[src/ct4_pkg.sv]
package ct4_pkg;

  localparam int SHOWN = 4;

  typedef enum logic [2:0] {
    ST_IDLE,
    ST_CLEAR,
    ST_READ,
    ST_MERGE,
    ST_WRITE,
    ST_OUT
  } back_state_t;

  typedef enum logic [1:0] {
    SS_IDLE,
    SS_DIV,
    SS_SQRT,
    SS_DONE
  } calc_state_t;

  typedef struct packed {
    logic        mode;
    logic [11:0] cell_idx;
    logic [7:0]  core;
    logic [15:0] strength;
  } job_t;

endpackage

[src/ct4_front.sv]
module ct4_front #(
  parameter int DEV_BITS = 16
) (
  input  logic                clk,
  input  logic                rst_n,
  input  logic                in_push,
  output logic                in_full,
  input  logic                mode,
  input  logic [11:0]         cell_idx,
  input  logic [7:0]          core,
  input  logic [15:0]         a_in,
  input  logic [15:0]         b_in,
  output logic                q_valid,
  input  logic                q_take,
  output ct4_pkg::job_t       q_job
);
  import ct4_pkg::*;

  calc_state_t st_r, st_nxt;
  logic [16:0] den_r, den_nxt;
  logic [17:0] rem_r, rem_nxt;
  logic [31:0] quo_r, quo_nxt;
  logic [31:0] op_r, op_nxt;
  logic [16:0] res_r, res_nxt;
  logic [5:0]  cnt_r, cnt_nxt;
  job_t        job_r, job_nxt;
  logic        qv_r, qv_nxt;
  job_t        qj_r, qj_nxt;

  logic [15:0] am, bm, dmask;
  logic [17:0] rsh;
  logic [33:0] trial, opw;
  logic [4:0]  pos;

  assign dmask = (DEV_BITS >= 16) ? 16'hFFFF : 16'((32'd1 << DEV_BITS) - 32'd1);
  assign am = a_in & dmask;
  assign bm = b_in & dmask;
  assign in_full = (st_r != SS_IDLE) || qv_r;
  assign q_valid = qv_r;
  assign q_job = qj_r;

  always_comb begin
    st_nxt = st_r; den_nxt = den_r; rem_nxt = rem_r; quo_nxt = quo_r;
    op_nxt = op_r; res_nxt = res_r; cnt_nxt = cnt_r; job_nxt = job_r;
    qv_nxt = qv_r; qj_nxt = qj_r;
    rsh = {rem_r[16:0], 1'b0};
    pos = 5'd15 - cnt_r[4:0];
    trial = {15'd0, res_r, 2'b01};
    opw = {2'd0, op_r};
    if (q_take) qv_nxt = 1'b0;
    case (st_r)
      SS_IDLE: begin
        if (in_push && !in_full) begin
          job_nxt.mode = mode;
          job_nxt.cell_idx = cell_idx;
          job_nxt.core = core;
          job_nxt.strength = 16'd0;
          den_nxt = {1'b0, am} + {1'b0, bm};
          rem_nxt = {2'd0, am - bm};
          quo_nxt = '0;
          cnt_nxt = '0;
          if (mode || am <= bm) begin
            st_nxt = SS_DONE;
          end else if (bm == 16'd0) begin
            job_nxt.strength = 16'hFFFF;
            st_nxt = SS_DONE;
          end else begin
            st_nxt = SS_DIV;
          end
        end
      end
      SS_DIV: begin
        if (rsh >= {1'b0, den_r}) begin
          rem_nxt = rsh - {1'b0, den_r};
          quo_nxt = {quo_r[30:0], 1'b1};
        end else begin
          rem_nxt = rsh;
          quo_nxt = {quo_r[30:0], 1'b0};
        end
        cnt_nxt = cnt_r + 6'd1;
        if (cnt_r == 6'd31) begin
          st_nxt = SS_SQRT;
          cnt_nxt = '0;
          op_nxt = quo_nxt;
          res_nxt = '0;
        end
      end
      SS_SQRT: begin
        if (opw >= (trial << {pos, 1'b0})) begin
          op_nxt = 32'(opw - (trial << {pos, 1'b0}));
          res_nxt = {res_r[15:0], 1'b1};
        end else begin
          res_nxt = {res_r[15:0], 1'b0};
        end
        cnt_nxt = cnt_r + 6'd1;
        if (cnt_r == 6'd15) begin
          job_nxt.strength = res_nxt[16] ? 16'hFFFF : res_nxt[15:0];
          st_nxt = SS_DONE;
        end
      end
      SS_DONE: begin
        if (!qv_r) begin
          qv_nxt = 1'b1;
          qj_nxt = job_r;
          st_nxt = SS_IDLE;
        end
      end
      default: st_nxt = SS_IDLE;
    endcase
  end

  always_ff @(posedge clk) begin
    if (!rst_n) begin
      st_r <= SS_IDLE;
      qv_r <= 1'b0;
    end else begin
      st_r <= st_nxt;
      qv_r <= qv_nxt;
    end
    den_r <= den_nxt; rem_r <= rem_nxt; quo_r <= quo_nxt; op_r <= op_nxt;
    res_r <= res_nxt; cnt_r <= cnt_nxt; job_r <= job_nxt; qj_r <= qj_nxt;
  end

endmodule

[config.mk]
export PLATFORM = sky130hd
export DESIGN_NAME = ct4_front
export DESIGN_NICKNAME = d
export VERILOG_FILES = /design/src/ct4_pkg.sv /design/src/ct4_front.sv
export SDC_FILE = /design/constraint.sdc
export NUM_CORES = 1
export LEC_CHECK = 0
export BUFFER_PORTS_ARGS = -buffer_cell sky130_fd_sc_hd__buf_2
export CORE_MARGIN = 2
export CORE_UTILIZATION = 30
export DETAILED_ROUTE_END_ITERATION = 16
export GPL_TIMING_DRIVEN = 0
export PLACE_DENSITY = 0.51
export SYNTH_ARGS = -nofsm -noshare
export SYNTH_HDL_FRONTEND = slang
export SYNTH_SLANG_ARGS = --single-unit
[constraint.sdc]
create_clock -name clk -period 7.2 [get_ports clk]
set_input_delay 0.72 -clock clk [delete_from_list [all_inputs] [get_ports clk]]
set_output_delay 0.72 -clock clk [all_outputs]
set_load 0.01 [all_outputs]
==> impl_metrics.json, run 1 <==
{
  "status": "finished, final reports clean",
  "path_max_fanout": 18,
  "wl_per_cell_um": 16.9,
  "grt_pass1_wl_mm": 48.8,
  "cts_resized": 0,
  "antenna_left": 0,
  "synth_nets": 1295,
  "synth_cells": 1147,
  "hold_start": "job_r[11]",
  "max_freq_mhz": 162,
  "n_antenna_cell": 0,
  "path_class": "reg -> reg",
  "critPathLaunchType": "flip-flop",
  "slew_violations": 0,
  "holdWs_ns": 0.419,
  "grt.overflow.total": 0,
  "io_buffers": 95,
  "wirelength_mm": 30.7,
  "synthArstFlopShare": 0,
  "hold_path.class": "reg -> reg",
  "fin_crit_sh": 0.857,
  "avgSynthCellArea_sq_um": 10.8,
  "yosysSeqAreaShare": 0.477,
  "netlist_area_sq_um": 12300,
  "r2r-start": "cnt_r[1]",
  "grt_max_degree": 39,
  "h-tree-depth": 4,
  "clk_latency_ns": 0.44,
  "top_level_ports": 96,
  "post_cts_buffers": 0,
  "hold_violations": 0,
  "finalPower_mw": 6.18,
  "worst_pin_slew_ns": 0.845,
  "rows": 74,
  "place_hpwl_mm": 23.4,
  "cts_buffer_depth": 2,
  "vdd_ir_drop_max_uv": 189,
  "initial_utilization": 0.303,
  "drv_cap": 0,
  "rsz0062_at_grt": "no",
  "crit_required_ns": 7.34,
  "clock-root-buffer": "clkbuf_16",
  "syn2layout_area_growth_pct": 15.0,
  "drtIter0Drc": 538,
  "dr.pass1.iters": 5,
  "grt_pass1_vias": 8966,
  "setup_viol": 0,
  "core_sq_um": 40700,
  "setup_tns_ns": 0,
  "ys_top_cells_by_area": "edfxtp_1 (47%), ha_1 (8.9%), a21oi_1 (3.1%)",
  "synth_most_common_cell": "edfxtp_1",
  "synth_top_cell_by_area": "edfxtp_1",
  "setup_slack_ns": 1.03,
  "grt_antenna_before_repair": 0,
  "die-area_sq_um": 42800,
  "ys_types": 70,
  "synth_edf_count": 194,
  "clock-sinks": 197,
  "synth_top_area_share": 0.472,
  "numCtsBuffers": 17,
  "min_path_cells": 0,
  "viasPerCell": 4.92,
  "gp_congestion": 0.901,
  "cts.hold.buffers_added": 0,
  "yosysWarnings": 0,
  "via_count": 8912,
  "leakagePower_nw": 5.50,
  "min_to": "q_job[11]",
  "r2r_end": "op_r[10]",
  "drc": 0,
  "power_density_nw_per_um2": 435,
  "rr_worst_depth": 20,
  "regToRegSetupSlack_ns": 1.03,
  "pre_cts_ws_ns": 1.05,
  "clk_pin_slew_ns": 0.08,
  "end_kind": "flip-flop",
  "cts_tree": "built",
  "drive_above_1_share": 0.149,
  "die_y_um": 207,
  "ys.flop_type": "edfxtp_1",
  "synth_seq_cells": 197,
  "layout.nets": 1413,
  "utilization": 0.348,
  "finalCriticalPeriod_ns": 6.17,
  "skew_ns": 0.0156,
  "globalRouteTotalUtil": 0.147,
  "die_w_um": 207,
  "arrival_ns": 6.31,
  "ys_top_cells_by_count": "edfxtp_1 (194), ha_1 (88), inv_1 (79)",
  "maxSlewHeadroom": 0.434
}
state kept, by name (all words and copies together), names as in the netlist:
| signal | count |
|---|---|
| st_r | 2 |
| rem_r | 17 |
| q_valid | 1 |
| den_r | 17 |
| job_r | 37 |
| op_r | 32 |
| cnt_r | 6 |
| quo_r | 31 |
| res_r | 17 |
| q_job | 37 |
critical path, cell delays in order, from the launching register on:
cell,delay (ns)
edfxtp_1,0.35
clkbuf_1,0.46
clkbuf_1,0.45
clkbuf_1,0.44
a211oi_1,0.14
a21oi_1,0.24
inv_1,0.06
o21ai_0,0.17
a22oi_1,0.09
or2_2,0.35
ha_1,0.28
clkbuf_1,0.27
and3_1,0.27
and2_1,0.21
nand2_1,0.12
o311ai_1,0.36
o41ai_1,0.15
a31oi_1,0.27
a22oi_1,0.27
a21boi_4,0.67
buf_16,0.23
where the power goes:
part	leakage [nW]	internal [mW]	switching [mW]
clock	0.285	0.496	0.471
sequential	1.87	1.83	0.186
combinational	3.35	1.28	1.92
total	5.50	3.60	2.58
worst max-delay path by stage:
stage                     slack, ns     start  depth (start not counted)        to
after floorplan                0.63  cnt_r[1]                         19   op_r[0]
after global placement        -2.39  cnt_r[1]                         17  op_r[21]
after detailed placement       1.05  cnt_r[1]                         18  op_r[16]
after CTS                      1.01  cnt_r[1]                         18  op_r[10]
after global routing           0.43  cnt_r[1]                         18  op_r[10]
final                          1.03  cnt_r[1]                         20  op_r[10]
stage by stage:
stage	instance area (sq um)	std cells
finish	14200	1810
global route	14200	1810
CTS	14200	1810
detailed placement	13600	1778
global placement	13500	1774
floorplan	12300	1147
layer usage:
layer	up-vias	track usage	share of wire
met2	177	0.245	0.47
met5	-	0	0
met1	4234	0.193	0.48
met3	28	0.0223	0.030
li1	4473	-	-
met4	0	0.0537	0.021
layout make-up:
type / instances / area, sq um
Timing Repair Buffer: 99 / 554
Multi-Input combinational cell: 824 / 6020
Fill cell: 4124 / 26500
Clock inverter: 14 / 163
Clock buffer: 18 / 429
Sequential cell: 197 / 5890
Buffer: 46 / 175
Tap cell: 532 / 666
Inverter: 80 / 300
cell usage in the layout, fill, tap and decap left out, types with 14 or more instances in the layout:
master | netlist | routed
a21o_1 | 23 | 23
a21oi_1 | 76 | 76
a31oi_1 | 14 | 14
and2_1 | 46 | 46
buf_2 | 2 | 97
clkbuf_1 | 40 | 41
clkbuf_16 | 0 | 17
edfxtp_1 | 194 | 194
ha_1 | 88 | 88
inv_1 | 79 | 78
mux2_2 | 23 | 23
mux2i_1 | 21 | 20
nand2_1 | 67 | 67
nand2b_1 | 36 | 36
nand3_1 | 27 | 27
nor2_1 | 65 | 65
nor2b_1 | 17 | 15
nor3_1 | 24 | 24
o21a_1 | 14 | 14
o21ai_0 | 45 | 44
o31ai_1 | 14 | 14
xnor2_1 | 42 | 42
xor2_1 | 16 | 16
logic make-up (layout without fill, tap and decap cells):
family	after synthesis	count (layout)	share of synthesized area
AOI/OAI and AO/OA	278	278	0.153
xor gates and xnor gates	58	58	0.0411
adders and majority gates	91	91	0.0940
buffers and inverters	126	257	0.0385
DFF	197	197	0.477
muxes	51	51	0.0508
and+or+nand+nor	346	346	0.146
(Power assumes the default switching activity.)
==> run 2: changes to the inputs <==
--- a/config.mk
+++ b/config.mk
@@ -10,7 +10,9 @@
 export CORE_UTILIZATION = 30
 export DETAILED_ROUTE_END_ITERATION = 16
 export GPL_TIMING_DRIVEN = 0
-export PLACE_DENSITY = 0.51
+export PLACE_DENSITY = 0.44
+export RECOVER_POWER = 100
+export SKIP_LAST_GASP = 1
 export SYNTH_ARGS = -nofsm -noshare
 export SYNTH_HDL_FRONTEND = slang
 export SYNTH_SLANG_ARGS = --single-unit
==> run 2 against run 1 <==
Effect of this change: the flow now finishes with violations (capacitance limit, slew limit); wire length grew 5.0%; via count grew 0.12%; first-iteration DRC count grew 0.19%; largest power group unchanged; critical path depth shrank 2; total power grew 0.91%; cell area shrank 0.78%; register-to-register slack lost 0.44 ns; clock skew shrank 0.0012 ns; critical path type unchanged; critical endpoint unchanged; setup slack lost 0.44 ns; clock power grew 9%; hold slack gained 0.0029 ns; largest cell class unchanged.
==> impl_metrics.json, run 2 (synthesis results as in run 1) <==
{
  "place_hpwl_mm": 25.0,
  "post_cts_buffers": 0,
  "skew_ns": 0.0144,
  "cts_tree": "built",
  "vdd_ir_drop_max_uv": 218,
  "seqCellArea_sq_um": 5890,
  "slew_violations": 87,
  "io_buffers": 95,
  "drtIter0Drc": 539,
  "gp_congestion": 0.877,
  "leakagePower_nw": 5.34,
  "maxSlewHeadroom": -0.483,
  "rows": 74,
  "max_freq_mhz": 151,
  "arrival_ns": 6.78,
  "grt_pass1_wl_mm": 50.9,
  "viasPerCell": 4.93,
  "fin_cells": 1811,
  "finalCriticalPeriod_ns": 6.61,
  "clk_pin_slew_ns": 0.08,
  "clock-sinks": 197,
  "fin_crit_sh": 0.918,
  "finalPower_mw": 6.23,
  "placed_area_sq_um": 13600,
  "via_count": 8923,
  "grt_pass1_vias": 8935,
  "hold_violations": 0,
  "crit_required_ns": 7.37,
  "initial_utilization": 0.303,
  "n_fill_cell": 4200,
  "grt.overflow.total": 0,
  "end_kind": "flip-flop",
  "h-tree-depth": 4,
  "status": "finished, violations left",
  "top_level_ports": 96,
  "cts.hold.buffers_added": 0,
  "critPathTopFamily": "compound AO/OA/AOI/OAI gates",
  "final_common_cell": "edfxtp_1",
  "drive_above_1_share": 0.106,
  "clk_latency_ns": 0.47,
  "hold_path.class": "reg -> reg",
  "layout.nets": 1414,
  "violations": "capacitance limit, slew limit",
  "die_w_um": 207,
  "wirelength_mm": 32.2,
  "setup_viol": 0,
  "grt_max_degree": 39,
  "core_sq_um": 40700,
  "rsz0062_at_grt": "no",
  "slowest_delay_ns": 0.64,
  "n_antenna_cell": 0,
  "syn2layout_area_growth_pct": 14.1,
  "clock-root-buffer": "clkbuf_16",
  "drv_cap": 3,
  "cts_resized": 0,
  "final_cell_mix": "edfxtp_1 (194), clkbuf_1 (90), ha_1 (88), inv_1 (79), a21oi_1 (76)",
  "path_max_fanout": 19,
  "path_buf_inv": 5,
  "wl_per_cell_um": 17.8,
  "final_area_sq_um": 14100,
  "worst_pin_slew_ns": 2.20,
  "multi_input_area_sq_um": 5950,
  "critPathLaunchType": "flip-flop",
  "holdWs_ns": 0.422,
  "antenna_left": 0,
  "globalRouteTotalUtil": 0.156,
  "cts_buffer_depth": 2,
  "drc": 0,
  "power_density_nw_per_um2": 443,
  "cp_slowest_cell": "o311ai_0",
  "crit_top_cell": "clkbuf_1",
  "die_y_um": 207,
  "worstPathCellList": "clkbuf_1, clkbuf_1, clkbuf_1, nand2_1, o21ai_0, a22oi_1, or2_2, ha_1, clkbuf_1, and3_1, and2_1, nand2_1, o311ai_0, o41ai_1, a31oi_1, a22oi_1, a21boi_4, buf_16",
  "dp_cells": 1779,
  "numCtsBuffers": 17,
  "die-area_sq_um": 42800,
  "dr.pass1.iters": 5,
  "path_class": "reg -> reg",
  "grt_antenna_before_repair": 0
}
-- run 2: changes by cell type in the layout (fill, tap and decap cells not counted), moves of 6 or more --
| cell | previous run | this run |
|---|---|---|
| clkbuf_1 | 41 | 90 |
| buf_2 | 97 | 52 |
| and2_1 | 46 | 12 |
| inv_12 | 0 | 6 |
| and2_0 | 0 | 34 |
-- run 2: area by class of cell --
cell class,instances,share of cell area
inverter,80,0.0213
sequential,197,0.418
multi-input combinational,824,0.423
clock buffer,17,0.0302
buffer,46,0.0123
tap,532,0.0473
timing repair buffer,100,0.0330
clock inverter,15,0.0155
-- run 2: final timing paths --
path | start | endpoint | slack [ns] | cells past startpoint
worst max-delay path | cnt_r[1] | op_r[10] | 0.59 | 18
worst min-delay path | job_r[33] | q_job[33] | 0.42 | 0
worst max register to register | cnt_r[1] | op_r[10] | 0.59 | 18
worst min register to register | job_r[33] | q_job[33] | 0.42 | 0
-- run 2: per-stage QoR --
step	setup slack [ns]	util	TNS (ns)
after detailed placement	0.845	0.335	0
after global routing	0.253	0.346	0
after floorplan	0.627	-	0
after global placement	-2.79	0.331	-115.16
after CTS	0.813	0.351	0
final	0.590	0.346	0
-- run 2: metal layers --
metal | GRT usage | wire, um | share of wire
met3 | 0.0192 | 818 | 0.025
met1 | 0.201 | 14900 | 0.46
met4 | 0.0651 | 872 | 0.027
met2 | 0.265 | 15600 | 0.48
met5 | 0 | 0 | 0
-- run 2: worst register-to-register path: stages (launching register included) --
cell	delay (ns)
edfxtp_1	0.35
clkbuf_1	0.47
clkbuf_1	0.47
clkbuf_1	0.46
nand2_1	0.09
o21ai_0	0.52
a22oi_1	0.22
or2_2	0.35
ha_1	0.28
clkbuf_1	0.28
and3_1	0.27
and2_1	0.23
nand2_1	0.13
o311ai_0	0.64
o41ai_1	0.20
a31oi_1	0.28
a22oi_1	0.25
a21boi_4	0.57
buf_16	0.25
-- run 2: power by group --
part / leakage, nW / total (mW) / internal [mW] / switching (mW)
clock: 0.312 / 1.05 / 0.496 / 0.549
sequential: 1.87 / 2.02 / 1.83 / 0.188
combinational: 3.16 / 3.17 / 1.24 / 1.93
total: 5.34 / 6.23 / 3.57 / 2.67
==> run 3: changes to the inputs <==
--- a/config.mk
+++ b/config.mk
@@ -7,10 +7,11 @@
 export LEC_CHECK = 0
 export BUFFER_PORTS_ARGS = -buffer_cell sky130_fd_sc_hd__buf_2
 export CORE_MARGIN = 2
-export CORE_UTILIZATION = 30
+export CORE_UTILIZATION = 37
+export CTS_BUF_LIST = sky130_fd_sc_hd__clkbuf_2 sky130_fd_sc_hd__clkbuf_4 sky130_fd_sc_hd__clkbuf_8
 export DETAILED_ROUTE_END_ITERATION = 16
 export GPL_TIMING_DRIVEN = 0
-export PLACE_DENSITY = 0.44
+export PLACE_DENSITY = 0.52
 export RECOVER_POWER = 100
 export SKIP_LAST_GASP = 1
 export SYNTH_ARGS = -nofsm -noshare
==> run 3 against run 2 <==
Effect of this change: the flow still finishes with violations (capacitance limit, slew limit); clock skew is 0.0013 ns higher; critical path depth stayed put; count of clock-buffer cells in the layout is 4 higher; via count is 0.56% higher; global-route usage is 2.0 points higher; non-clock buffer count stayed put; flip-flop and latch count stayed put; first-iteration DRC count is 22% lower; final cell count is 5.0% lower; wire length is 5.7% lower; maximum frequency is 1.9% higher; critical path type unchanged; largest power group unchanged; highest routed layer unchanged.
==> impl_metrics.json, run 3 (synthesis results as in run 1) <==
{
  "status": "finished, violations left",
  "violations": "capacitance limit, slew limit",
  "setup_viol": 0,
  "fin_cells": 1721,
  "initial_utilization": 0.378,
  "drv_cap": 3,
  "die-area_sq_um": 34800,
  "place_hpwl_mm": 23.2,
  "slew_violations": 89,
  "syn2layout_area_growth_pct": 11.3,
  "dr.pass1.iters": 5,
  "clock-sinks": 197,
  "power_density_nw_per_um2": 432,
  "path_max_fanout": 24,
  "grtUsageMet1": 0.242,
  "grt_max_degree": 39,
  "fin_crit_sh": 0.901,
  "rr_worst_depth": 18,
  "skew_ns": 0.0157,
  "path_class": "reg -> reg",
  "post_cts_buffers": 0,
  "gp_congestion": 0.869,
  "final_common_cell": "edfxtp_1",
  "drc": 0,
  "numCtsBuffers": 17,
  "endpoint": "op_r[13]",
  "end_kind": "flip-flop",
  "cp_slowest_cell": "o311ai_0",
  "h-tree-depth": 4,
  "crit_required_ns": 7.39,
  "n_antenna_cell": 0,
  "busiest_layer": "met2",
  "n_fill_cell": 3242,
  "drtIter0Drc": 419,
  "regToRegSetupSlack_ns": 0.71,
  "maxSlewHeadroom": -0.761,
  "cts.hold.buffers_added": 0,
  "grt_pass1_vias": 8790,
  "io_buffers": 95,
  "arrival_ns": 6.67,
  "hold_path.class": "in -> reg",
  "critPathLaunchType": "flip-flop",
  "critPathLaunch": "cnt_r[1]",
  "viasPerCell": 5.21,
  "worstPathCellList": "clkbuf_1, clkbuf_1, clkbuf_1, nand2_1, o21ai_0, a22oi_1, or2_2, ha_1, clkbuf_1, and3_1, and2_1, nand2_1, o311ai_0, o41ai_1, a31oi_1, a22oi_1, a21boi_4, buf_12",
  "worst_pin_slew_ns": 2.61,
  "via_count": 8973,
  "core_sq_um": 32700,
  "cts_resized": 0,
  "clk_latency_ns": 0.49,
  "final_cell_mix": "edfxtp_1 (194), clkbuf_1 (90), ha_1 (88), inv_1 (79), a21oi_1 (76)",
  "slowest_delay_ns": 0.62,
  "finalPower_mw": 5.94,
  "clock-root-buffer": "clkbuf_8",
  "drive_above_1_share": 0.106,
  "layout.nets": 1414,
  "die_y_um": 187,
  "wirelength_mm": 30.4,
  "met3_usage": 0.0250,
  "cts_tree": "built",
  "r2r-start": "cnt_r[1]",
  "leakagePower_nw": 5.24,
  "cts_buffer_depth": 2,
  "vdd_ir_drop_max_uv": 159,
  "finalCriticalPeriod_ns": 6.49,
  "die_w_um": 187,
  "rows": 66,
  "globalRouteTotalUtil": 0.176,
  "rsz0062_at_grt": "no",
  "r2r_end": "op_r[13]",
  "antenna_left": 0,
  "wl_per_cell_um": 17.6,
  "grt_antenna_before_repair": 0,
  "clk_pin_slew_ns": 0.11,
  "grt_pass1_wl_mm": 48.5,
  "dp_cells": 1689,
  "hold_violations": 0,
  "grt.overflow.total": 0,
  "top_level_ports": 96,
  "grt_util_met2": 0.285,
  "max_freq_mhz": 154,
  "crit_top_cell": "clkbuf_1"
}
## run 3: cell types whose count changed in the layout (fill, tap and decap cells not counted), sizes merged
cell    delta
inv        -6
clkbuf     +4
bufinv     +2
## run 3: per-layer routing
layer | routed length [um] | share of wire
met1 | 14400 | 0.48
met2 | 14000 | 0.46
met3 | 1120 | 0.037
met4 | 751 | 0.025
met5 | 0 | 0
## run 3: how the worst min path moves through the flow
stage / cells past startpoint / to / slack [ns] / start
floorplan: 0 / q_job[0] / 0.40 / job_r[0]
global placement: 0 / q_job[28] / 0.40 / job_r[28]
detailed placement: 0 / q_job[15] / 0.40 / job_r[15]
CTS: 1 / job_r[29] / 0.36 / cell_idx[5]
global route: 1 / job_r[22] / 0.35 / core[6]
finish: 1 / job_r[22] / 0.40 / core[6]
## run 3: critical path, delay by kind of cell (launching register included)
kind                       cells  cell delay, ns
and+or+nand+nor                5            1.08
buffers and inverters          5            1.91
DFF                            1            0.37
AOI/OAI and AO/OA              7            2.52
adders and majority gates      1            0.29
## run 3: metrics by stage
step / instance area, sq um / setup slack (ns) / utilization / hold WS, ns / setup TNS [ns]
after global routing: 13700 / 0.315 / 0.420 / 0.355 / 0
final: 13700 / 0.713 / 0.420 / 0.399 / 0
after CTS: 13900 / 0.998 / 0.426 / 0.363 / 0
after detailed placement: 13500 / 1.05 / 0.413 / 0.405 / 0
after floorplan: 12300 / 0.627 / - / 0.400 / 0
after global placement: 13400 / -2.53 / 0.409 / 0.400 / -94.45
## run 3: power breakdown
part,internal (mW),leakage (nW),switching (mW)
registers,1.83,1.87,0.184
logic,1.24,3.16,1.91
clock network,0.345,0.219,0.431
total,3.41,5.24,2.53
## run 3: area by class of cell
type                            count  area (sq um)  area share
Buffer                             46           173      0.0126
Sequential cell                   197          5890       0.428
Timing Repair Buffer              100           457      0.0332
Inverter                           80           300      0.0218
Multi-Input combinational cell    824          5950       0.433
Tap cell                          442           553      0.0402
Clock buffer                       21           270      0.0197
Clock inverter                     11           154      0.0112
